## config.mk

```make
export PLATFORM = sky130hd
export DESIGN_NAME = icls_ctrl
export DESIGN_NICKNAME = d
export VERILOG_FILES = /design/src/rtl/core/icls_pkg.sv /design/src/rtl/core/icls_ctrl.sv
export SDC_FILE = /design/constraint.sdc
export NUM_CORES = 1
export LEC_CHECK = 0
export ABC_AREA = 1
export BUFFER_PORTS_ARGS = -buffer_cell sky130_fd_sc_hd__buf_2
export CORE_MARGIN = 4
export CORE_UTILIZATION = 30
export CTS_BUF_LIST = sky130_fd_sc_hd__clkbuf_8
export CTS_CLUSTER_DIAMETER = 150
export DETAILED_ROUTE_END_ITERATION = 8
export SETUP_SLACK_MARGIN = 0.15
export SLEW_MARGIN = 20
export SYNTH_ARGS = -nofsm -noshare
export SYNTH_HDL_FRONTEND = slang
export SYNTH_SLANG_ARGS = --single-unit
```

## constraint.sdc

```tcl
create_clock -name aclk -period 3.6 [get_ports aclk]
set_input_delay 0.18 -clock aclk [delete_from_list [all_inputs] [get_ports aclk]]
set_output_delay 0.18 -clock aclk [all_outputs]
set_load 0.1 [all_outputs]
```

## src/rtl/core/icls_pkg.sv

```systemverilog
// shared constants, codes, command and status types for the circular list store
package icls_pkg;

    localparam int CAPACITY = 256;
    localparam int SLOT_W   = $clog2(CAPACITY);
    localparam int CNT_W    = SLOT_W + 1;
    localparam int VAL_W    = 32;
    localparam int OP_W     = 3;
    localparam int ST_W     = 3;

    // free-slot search runs as two registered levels of 16
    localparam int GRP_BITS = 16;
    localparam int GRP_W    = $clog2(GRP_BITS);
    localparam int NUM_GRP  = CAPACITY / GRP_BITS;
    localparam int NGRP_W   = SLOT_W - GRP_W;

    typedef enum logic [OP_W-1:0] {
        OP_INS_AT   = 3'd0,
        OP_INS_LAST = 3'd1,
        OP_DEL_AT   = 3'd2,
        OP_DEL_LAST = 3'd3,
        OP_FIND     = 3'd4,
        OP_CLEAR    = 3'd5
    } op_t;

    typedef enum logic [ST_W-1:0] {
        ST_OK       = 3'd0,
        ST_EMPTY    = 3'd1,
        ST_BADIDX   = 3'd2,
        ST_FULL     = 3'd3,
        ST_NOTFOUND = 3'd4
    } status_t;

    typedef struct packed {
        logic    accept;
        logic    decode;
        logic    clear_all;
        logic    alloc_a;
        logic    alloc_b;
        logic    rd_link;
        logic    advance;
        logic    cap_head;
        logic    set_found;
        logic    ins_link;
        logic    ins_put;
        logic    del_head;
        logic    del_read;
        logic    del_fix;
        logic    load_out;
        status_t status;
    } ctl_cmd_t;

    typedef struct packed {
        logic [OP_W-1:0] op;
        logic            cnt_zero;
        logic            full;
        logic            pos_gt_cnt;
        logic            pos_ge_cnt;
        logic            pos_zero;
        logic            walk_end;
        logic            match;
    } dp_stat_t;

    function automatic logic [GRP_W-1:0] lowest_set(input logic [GRP_BITS-1:0] v);
        logic [GRP_W-1:0] r;
        r = '0;
        for (int i = GRP_BITS - 1; i >= 0; i--) begin
            if (v[i]) begin
                r = GRP_W'(i);
            end
        end
        return r;
    endfunction

endpackage

```

## src/rtl/core/icls_ctrl.sv

```systemverilog
// sequencer for list operations: checks, slot allocation, chain walk, link updates
module icls_ctrl (
    input  logic                aclk,
    input  logic                aresetn,
    input  logic                s_valid,
    output logic                s_ready,
    output logic                m_valid,
    input  logic                m_ready,
    input  icls_pkg::dp_stat_t  stat,
    output icls_pkg::ctl_cmd_t  cmd
);

    typedef enum logic [3:0] {
        S_IDLE,
        S_DECODE,
        S_ALLOC_A,
        S_ALLOC_B,
        S_LOAD,
        S_STEP,
        S_INS_LINK,
        S_INS_PUT,
        S_DEL_HEAD,
        S_DEL_READ,
        S_DEL_FIX,
        S_REPLY
    } state_t;

    state_t              state_reg, state_next;
    icls_pkg::status_t   res_status_reg, res_status_next;
    logic                m_valid_reg, m_valid_next;
    logic                is_insert;

    assign s_ready   = (state_reg == S_IDLE);
    assign m_valid   = m_valid_reg;
    assign is_insert = (stat.op == icls_pkg::OP_INS_AT) || (stat.op == icls_pkg::OP_INS_LAST);

    always_comb begin
        state_next      = state_reg;
        res_status_next = res_status_reg;
        m_valid_next    = m_valid_reg && !m_ready;
        cmd             = '0;
        cmd.status      = res_status_reg;

        unique case (state_reg)
            S_IDLE: begin
                if (s_valid) begin
                    cmd.accept = 1'b1;
                    state_next = S_DECODE;
                end
            end
            S_DECODE: begin
                cmd.decode      = 1'b1;
                res_status_next = icls_pkg::ST_OK;
                state_next      = S_REPLY;
                unique case (stat.op)
                    icls_pkg::OP_INS_AT: begin
                        if (stat.pos_gt_cnt) begin
                            res_status_next = icls_pkg::ST_BADIDX;
                        end else if (stat.full) begin
                            res_status_next = icls_pkg::ST_FULL;
                        end else begin
                            state_next = S_ALLOC_A;
                        end
                    end
                    icls_pkg::OP_INS_LAST: begin
                        if (stat.full) begin
                            res_status_next = icls_pkg::ST_FULL;
                        end else begin
                            state_next = S_ALLOC_A;
                        end
                    end
                    icls_pkg::OP_DEL_AT: begin
                        if (stat.pos_ge_cnt) begin
                            res_status_next = icls_pkg::ST_BADIDX;
                        end else begin
                            state_next = S_LOAD;
                        end
                    end
                    icls_pkg::OP_DEL_LAST: begin
                        if (stat.cnt_zero) begin
                            res_status_next = icls_pkg::ST_EMPTY;
                        end else begin
                            state_next = S_LOAD;
                        end
                    end
                    icls_pkg::OP_FIND: begin
                        if (stat.cnt_zero) begin
                            res_status_next = icls_pkg::ST_NOTFOUND;
                        end else begin
                            state_next = S_LOAD;
                        end
                    end
                    icls_pkg::OP_CLEAR: begin
                        cmd.clear_all = 1'b1;
                    end
                    default: begin
                    end
                endcase
            end
            S_ALLOC_A: begin
                cmd.alloc_a = 1'b1;
                state_next  = S_ALLOC_B;
            end
            S_ALLOC_B: begin
                cmd.alloc_b = 1'b1;
                // first entry needs no walk
                state_next  = stat.cnt_zero ? S_INS_PUT : S_LOAD;
            end
            S_LOAD: begin
                state_next = S_STEP;
            end
            S_STEP: begin
                if (stat.op == icls_pkg::OP_FIND) begin
                    if (stat.match) begin
                        cmd.set_found   = 1'b1;
                        res_status_next = icls_pkg::ST_OK;
                        state_next      = S_REPLY;
                    end else if (stat.walk_end) begin
                        res_status_next = icls_pkg::ST_NOTFOUND;
                        state_next      = S_REPLY;
                    end else begin
                        cmd.advance = 1'b1;
                        cmd.rd_link = 1'b1;
                    end
                end else begin
                    cmd.cap_head = !is_insert;
                    if (stat.walk_end) begin
                        if (is_insert) begin
                            state_next = S_INS_LINK;
                        end else begin
                            state_next = stat.pos_zero ? S_DEL_HEAD : S_DEL_READ;
                        end
                    end else begin
                        cmd.advance = 1'b1;
                        cmd.rd_link = 1'b1;
                    end
                end
            end
            S_INS_LINK: begin
                cmd.ins_link = 1'b1;
                state_next   = S_INS_PUT;
            end
            S_INS_PUT: begin
                cmd.ins_put     = 1'b1;
                res_status_next = icls_pkg::ST_OK;
                state_next      = S_REPLY;
            end
            S_DEL_HEAD: begin
                cmd.del_head    = 1'b1;
                res_status_next = icls_pkg::ST_OK;
                state_next      = S_REPLY;
            end
            S_DEL_READ: begin
                cmd.del_read = 1'b1;
                cmd.rd_link  = 1'b1;
                state_next   = S_DEL_FIX;
            end
            S_DEL_FIX: begin
                cmd.del_fix     = 1'b1;
                res_status_next = icls_pkg::ST_OK;
                state_next      = S_REPLY;
            end
            S_REPLY: begin
                if (!m_valid_reg || m_ready) begin
                    cmd.load_out = 1'b1;
                    m_valid_next = 1'b1;
                    state_next   = S_IDLE;
                end
            end
            default: begin
                state_next = S_IDLE;
            end
        endcase
    end

    always_ff @(posedge aclk) begin
        if (!aresetn) begin
            state_reg      <= S_IDLE;
            res_status_reg <= icls_pkg::ST_OK;
            m_valid_reg    <= 1'b0;
        end else begin
            state_reg      <= state_next;
            res_status_reg <= res_status_next;
            m_valid_reg    <= m_valid_next;
        end
    end

    // one item in flight: nothing taken until the result is handed over
    a_no_accept_in_flight: assert property (@(posedge aclk) disable iff (!aresetn)
        (s_valid && s_ready) |=> !s_ready)
        else $error("input taken while an item is in flight");

    a_result_only_from_reply: assert property (@(posedge aclk) disable iff (!aresetn)
        (!m_valid && $past(aresetn)) |=> (m_valid -> $past(state_reg == S_REPLY)))
        else $error("result raised outside reply state");

    a_walk_steps_not_find_match: assert property (@(posedge aclk) disable iff (!aresetn)
        (cmd.advance && stat.op == icls_pkg::OP_FIND) |-> !stat.match)
        else $error("walk advanced past a find match");

endmodule

```

==> results of run 1 <==
## worst max-delay path: stages (launching register included)
cell and delay [ps]:
sky130_fd_sc_hd__dfxtp_1 350, sky130_fd_sc_hd__inv_1 90, sky130_fd_sc_hd__nand2_1 120, sky130_fd_sc_hd__nor2_4 210, sky130_fd_sc_hd__nand2_1 100, sky130_fd_sc_hd__nand4_1 140
sky130_fd_sc_hd__nand2_1 110, sky130_fd_sc_hd__nand2_1 70, sky130_fd_sc_hd__buf_2 410
## layer usage
metal  part of all wire (%)  routed length [um]
met5                      0                   0
met4                   0.76                  17
met3                    8.3                 186
met2                     48                1080
met1                     43                 954
## cell families after synthesis
group	count (synthesis)
compound gates	17
buf+inv	24
flops	8
simple gates	98
## path summary, 6_finish.rpt
| path | end | depth (start not counted) |
|---|---|---|
| max reg2reg | res_status_reg[0] | 8 |
| min reg2reg | m_valid | 2 |
| min | res_status_reg[2] | 3 |
| max | cmd[12] | 8 |
## layout by cell type (no fill, tap or decap), drive strengths merged
cell / count
nand3b: 2
nor3: 5
nor2: 33
nand2: 47
dfxtp: 8
o21ai: 5
buf: 33
inv: 23
a21oi: 12
clkbuf: 3
nand3: 7
nand4: 4
## Yosys cell counts
master | n | area [um2]
sky130_fd_sc_hd__inv_2 | 1 | 3.75
sky130_fd_sc_hd__nand2_1 | 45 | 169
sky130_fd_sc_hd__o21ai_1 | 2 | 10.0
sky130_fd_sc_hd__nor2_4 | 2 | 22.5
sky130_fd_sc_hd__buf_6 | 1 | 11.3
sky130_fd_sc_hd__o21ai_0 | 3 | 15.0
sky130_fd_sc_hd__nand3b_1 | 2 | 15.0
sky130_fd_sc_hd__nor2_1 | 27 | 101
sky130_fd_sc_hd__dfxtp_1 | 8 | 160
sky130_fd_sc_hd__nor3_1 | 4 | 20.0
sky130_fd_sc_hd__nand2_2 | 2 | 12.5
sky130_fd_sc_hd__nor3_2 | 1 | 10.0
sky130_fd_sc_hd__nand4_1 | 4 | 25.0
sky130_fd_sc_hd__nand3_1 | 7 | 35.0
sky130_fd_sc_hd__a21oi_1 | 12 | 60.1
sky130_fd_sc_hd__nor2_2 | 4 | 25.0
sky130_fd_sc_hd__inv_1 | 22 | 82.6
## stage by stage
step / area (um2) / utilization [%]
after floorplan: 783 / -
after global placement: 975 / 39.3
after detailed placement: 975 / 39.3
after CTS: 1020 / 41.0
after global routing: 1020 / 41.0
final: 1020 / 41.0
## area by class of cell
| type | instances | share of cell area (%) |
|---|---|---|
| multi-input combinational | 115 | 51.7 |
| timing repair buffer | 33 | 16.3 |
| tap | 30 | 3.69 |
| clock buffer | 3 | 4.06 |
| sequential | 8 | 15.8 |
| inverter | 23 | 8.50 |
## power by group
group          total (mW)  internal, mW  switching [mW]
registers           0.155         0.125          0.0295
logic               0.840         0.159           0.682
clock network       0.109        0.0725          0.0361
total                1.10         0.356           0.747
==> qor.log, run 1 <==
[worst_setup_path] Critical Path End Type primary output
[floorplanning] starting utilization of the core area 31.4%
[clock_network] Clk pin slew, worst setup/hold paths 50 ps
[worst_setup_path] Worst EP arrival 1840 ps
[synth] share of synthesized cell area in and, or, nand and nor gates 55.9%
[worst_setup_path] category of the most critical setup path reg -> out
[worst_setup_path] FF-to-FF setup slack 2180 ps
[worst_setup_path] critical path fanouts, max 7
[timing] Final Hold Viols 0
[timing] TNS Setup 0 ps
[job] max capacitance violation total 0
[timing] final-report max-slew violation count 0
[final_layout] area overhead of the layout relative to synthesis 30.5%
[placement] DP Wirelength 1860 um
[timing] Worst-Margin Slew 491 ps
[clock_network] CTS tree built
[synth] count of state elements after synthesis 8
[timing] worst rel slew slack 67.5%
[final_layout] number of flip-flops in the largest register 4
[global_routing] antenna violations before repair 0
[synth] total of warnings raised by yosys 0
[hold_path] Worst Hold Launch aresetn
[synth] fraction of synthesized area in multiplexers 0%
[clock_network] maximum count of clock buffers along a single path 2
[synth] unique cell type count in the Yosys netlist 17
[synth] Post-Synthesis Net Count 161
[global_routing] GRT Overall Usage 14.3%
[placement] post-placement worst setup slack 1850 ps
[worst_setup_path] data required time of the critical path 3420 ps
[final_layout] Nets 198
[synth] average footprint of a synthesized cell 5.29 um2
[route] final routed DRC violation total 0
[clock_network] H-tree level count 1
[synth] combinational family with the most area after synthesis simple AND/OR/NAND/NOR gates
[timing] Post-Route Skew 7.73 ps
[route] routed via count divided by cell count 4.83
[route] final wirelength 2240 um
[route] number of detailed-route iterations in the first pass 4
[clock_network] number of gates given a new drive strength after cts 0
[timing] unrepaired setup endpoints after global routing false
[global_routing] met1 track demand over resource 17.6%
[synth] number of instances in the synthesized netlist 147
[final_layout] antenna diode count 0
[global_routing] total overflow reported by the global router 0
[synth] post-synthesis share of cell area spent on full adders, half adders and majority gates 0%
[final_layout] sequential standard cell area 160 um2
[global_routing] met3 usage 5.92%
[route] Final ANT Viol Nets 0
[timing] worst hold slack 209 ps
[final_layout] fraction of layout cells with a size suffix above 1 25.8%
[timing] clock period minus final worst setup slack 2020 ps
[route] Initial DRC Count 30
[floorplanning] die height 58.9 um
[global_routing] GR peak layer met2
[power] Worst IR Drop VDD 592 uV
[status] outcome finished clean
[synth] portion of the post-synthesis area used by sequential elements 20.6%
[power] final total power 1.10 mW
[synth] area share of xor/xnor cells in the synthesized design 0%
[clock_network] count of buffers added by post-CTS timing repair for setup 0
[clock_network] Clock Sink Count 8
[global_routing] maximum number of pins on one net before global-route repair 9
[floorplanning] placement row count 18
[clock_network] clock insertion delay at the later pin of the skew report 230 ps
[synth] fraction of the mapped netlist area in compound gates 10.9%
[final_layout] fill cell instance count of the final layout 279
[floorplanning] area of the core region 0.00248 mm2
[floorplanning] die area 0.00347 mm2
[clock_network] cell at the root of the clock tree sky130_fd_sc_hd__clkbuf_8
[placement] placed instance count 209
[placement] final estimated routing congestion in global placement 0.825
[clock_network] number of hold buffers added after cts 0
[timing] final critical-path share of the clock period 56.0%
[timing] Fmax achieved 496 MHz
[synth] Post-Synthesis Cell Area 778 um2
[clock_network] CTS Buf Count 3
[final_layout] footprint of the multi-input gates 526 um2
[power] leakage power summed over all cells 0.615 nW
[final_layout] number of cells in the finished layout apart from fillers 212
[power] power density normalized to cell area 1090 mW/mm2
[worst_setup_path] startpoint types register
[route] average wire length per cell after detail routing 10.6 um
[worst_setup_path] Setup crit start state_reg[3]
[worst_setup_path] worst reg2reg path startpoint state_reg[3]
[hold_path] min-delay worst type in -> reg
[route] vias after detailed routing 1024
[placement] Buffers on Ports 33
[floorplanning] Ports 34
[timing] Worst Slack Setup Final 1580 ps
[global_routing] met2 Track Usage GR 22.7%
[timing] final setup vio count 0
[global_routing] global-route wire length before repair 3930 um
[global_routing] via count of the first global-routing pass 989
[floorplanning] die width 58.9 um
Power figures use the tool's default switching activity.
==> inputs of run 2 (changes only) <==
- clock period: 3.6 -> 1.7 ns (I/O delays scaled with it)
==> run 2 against run 1 <==
Net effect: wire length rose by 17%; sequential share of layout area fell by 3.2 points; highest routed layer unchanged; sequential power rose by 150%; via count rose by 6.5%; global-route usage rose by 0.70 points; non-clock buffer count rose by 15; first-iteration DRC count rose by 6.7%; largest cell class unchanged; critical endpoint unchanged; critical path depth did not move; largest power group unchanged; hold slack got worse by 110 ps; clock skew fell by 7.0 ps.
==> qor.log, run 2 (same netlist as run 1, synthesis figures left out) <==
[clock_network] Clk pin slew, worst setup/hold paths 40 ps
[route] average wire length per cell after detail routing 11.5 um
[clock_network] CTS Buf Count 3
[hold_path] min-delay worst type in -> reg
[timing] final critical-path share of the clock period 92.7%
[status] outcome finished clean
[floorplanning] die area 0.00347 mm2
[worst_setup_path] critical register-to-register path endpoint res_status_reg[0]
[worst_setup_path] master of the slowest instance on the critical path sky130_fd_sc_hd__dfxtp_4
[clock_network] Clock Sink Count 8
[final_layout] sequential standard cell area 174 um2
[timing] Worst-Margin Slew 494 ps
[worst_setup_path] worst reg2reg path startpoint state_reg[3]
[route] vias after detailed routing 1091
[clock_network] number of hold buffers added after cts 0
[power] Worst IR Drop VDD 1640 uV
[timing] final-report max-slew violation count 0
[global_routing] maximum number of pins on one net before global-route repair 9
[timing] worst rel slew slack 67.3%
[clock_network] maximum count of clock buffers along a single path 2
[route] Final ANT Viol Nets 0
[worst_setup_path] FF-to-FF setup slack 230 ps
[placement] Buffers on Ports 33
[worst_setup_path] Critical Path End Type primary output
[worst_setup_path] cells along the critical path inv_4 -> nand2_8 -> nor2_4 -> nand3_4 -> nand4_1 -> nand2_2 -> nand2_2 -> buf_12
[global_routing] global-route wire length before repair 4040 um
[clock_network] cell at the root of the clock tree sky130_fd_sc_hd__clkbuf_8
[final_layout] number of flip-flops in the largest register 4
[route] number of detailed-route iterations in the first pass 4
[placement] final estimated routing congestion in global placement 0.846
[worst_setup_path] CP most frequent cell sky130_fd_sc_hd__nand2_2
[floorplanning] Ports 34
[power] leakage power summed over all cells 0.717 nW
[worst_setup_path] crit path capture cmd[12]
[worst_setup_path] category of the most critical setup path reg -> out
[route] final wirelength 2610 um
[clock_network] CTS tree built
[worst_setup_path] data required time of the critical path 1620 ps
[job] max capacitance violation total 0
[worst_setup_path] critical path fanouts, max 4
[route] routed via count divided by cell count 4.81
[power] power density normalized to cell area 2020 mW/mm2
[timing] unrepaired setup endpoints after global routing true
[final_layout] antenna diode count 0
[global_routing] GRT Overall Usage 15.0%
[final_layout] most common library cell in the layout ignoring fill and taps sky130_fd_sc_hd__nand2_1
[floorplanning] placement row count 18
[final_layout] commonest cells after routing, fill and taps aside 33 x sky130_fd_sc_hd__nand2_1, 22 x sky130_fd_sc_hd__buf_2, 19 x sky130_fd_sc_hd__nor2_1
[final_layout] fraction of layout cells with a size suffix above 1 48.7%
[worst_setup_path] startpoint types register
[global_routing] antenna violations before repair 0
[final_layout] fill cell instance count of the final layout 237
[worst_setup_path] Worst EP arrival 1490 ps
[timing] TNS Setup 0 ps
[final_layout] area overhead of the layout relative to synthesis 78.1%
[timing] Post-Route Skew 0.737 ps
[route] final routed DRC violation total 0
[floorplanning] area of the core region 0.00248 mm2
[route] Initial DRC Count 32
[floorplanning] die width 58.9 um
[floorplanning] starting utilization of the core area 31.4%
[worst_setup_path] Setup crit start state_reg[2]
[timing] clock period minus final worst setup slack 1580 ps
[global_routing] total overflow reported by the global router 0
[placement] DP Wirelength 1960 um
[worst_setup_path] depth of the worst register-to-register path 9
[final_layout] Nets 213
[timing] Fmax achieved 635 MHz
[timing] Worst Slack Setup Final 125 ps
[worst_setup_path] longest individual stage delay on the worst path 370 ps
[clock_network] clock insertion delay at the later pin of the skew report 230 ps
[final_layout] footprint of the multi-input gates 658 um2
[timing] Final Hold Viols 0
[clock_network] H-tree level count 1
[timing] final setup vio count 0
[placement] post-placement worst setup slack 147 ps
[global_routing] via count of the first global-routing pass 937
[floorplanning] die height 58.9 um
==> run 2: cell count changes in the layout (fill, tap and decap cells not counted), sizes merged <==
| cell | previous run | this run |
|---|---|---|
| clkbuf | 3 | 7 |
| inv | 23 | 22 |
| clkinvlp | 0 | 1 |
| buf | 33 | 44 |
==> run 2: stage by stage <==
step                      cells  power [mW]  utilization [%]  hold WS (ps)  area, um2
after floorplan             147        1.92                -           205        851
after global placement      209        2.24             45.7           333       1130
after detailed placement    209        2.24             45.7           333       1130
after CTS                   218        2.64             51.1          89.1       1270
after global routing        227        2.95             56.0           111       1390
final                       227        2.80             56.0          96.6       1390
==> run 2: layout make-up <==
cell class | instances | area share (%)
clock buffer | 3 | 2.98
inverter | 23 | 6.86
multi-input combinational | 115 | 47.5
sequential | 8 | 12.5
tap | 30 | 2.71
timing repair buffer | 48 | 27.4
==> run 2: what timing repair did <==
item	4_1_cts	5_1_grt
gates resized for setup	17	17
endpoints found under the setup margin	6	14
buffers inserted	6	9
pin swaps	7	9
==> run 2: worst min-delay path by stage <==
stage	startpoint	endpoint	slack, ps	cells past startpoint
after floorplan	aresetn	res_status_reg[2]	210	2
after global placement	aresetn	res_status_reg[2]	330	3
after global routing	aresetn	res_status_reg[2]	110	3
final	aresetn	res_status_reg[2]	100	3
after CTS	aresetn	res_status_reg[2]	90	3
after detailed placement	aresetn	res_status_reg[2]	330	3
==> run 2: layer usage <==
| metal | track usage, % | up-vias | part of all wire, % |
|---|---|---|---|
| met5 | 0 | - | 0 |
| met4 | 6.80 | 0 | 1.8 |
| met3 | 1.97 | 5 | 3.9 |
| met2 | 23.0 | 27 | 47 |
| met1 | 20.7 | 495 | 47 |
| li1 | - | 564 | - |
==> run 2: power breakdown <==
part	total (mW)	internal, mW	leakage [nW]	switching, mW
Sequential	0.381	0.283	0.0686	0.0983
Combinational	2.19	0.591	0.627	1.60
Clock	0.226	0.153	0.0216	0.0726
Total	2.80	1.03	0.717	1.77
==> run 2: worst max-delay path, delay by kind of cell (launching register included) <==
family                 cells  cell delay, ps
buffers and inverters      2             260
DFF                        1             370
and+or+nand+nor            6             610
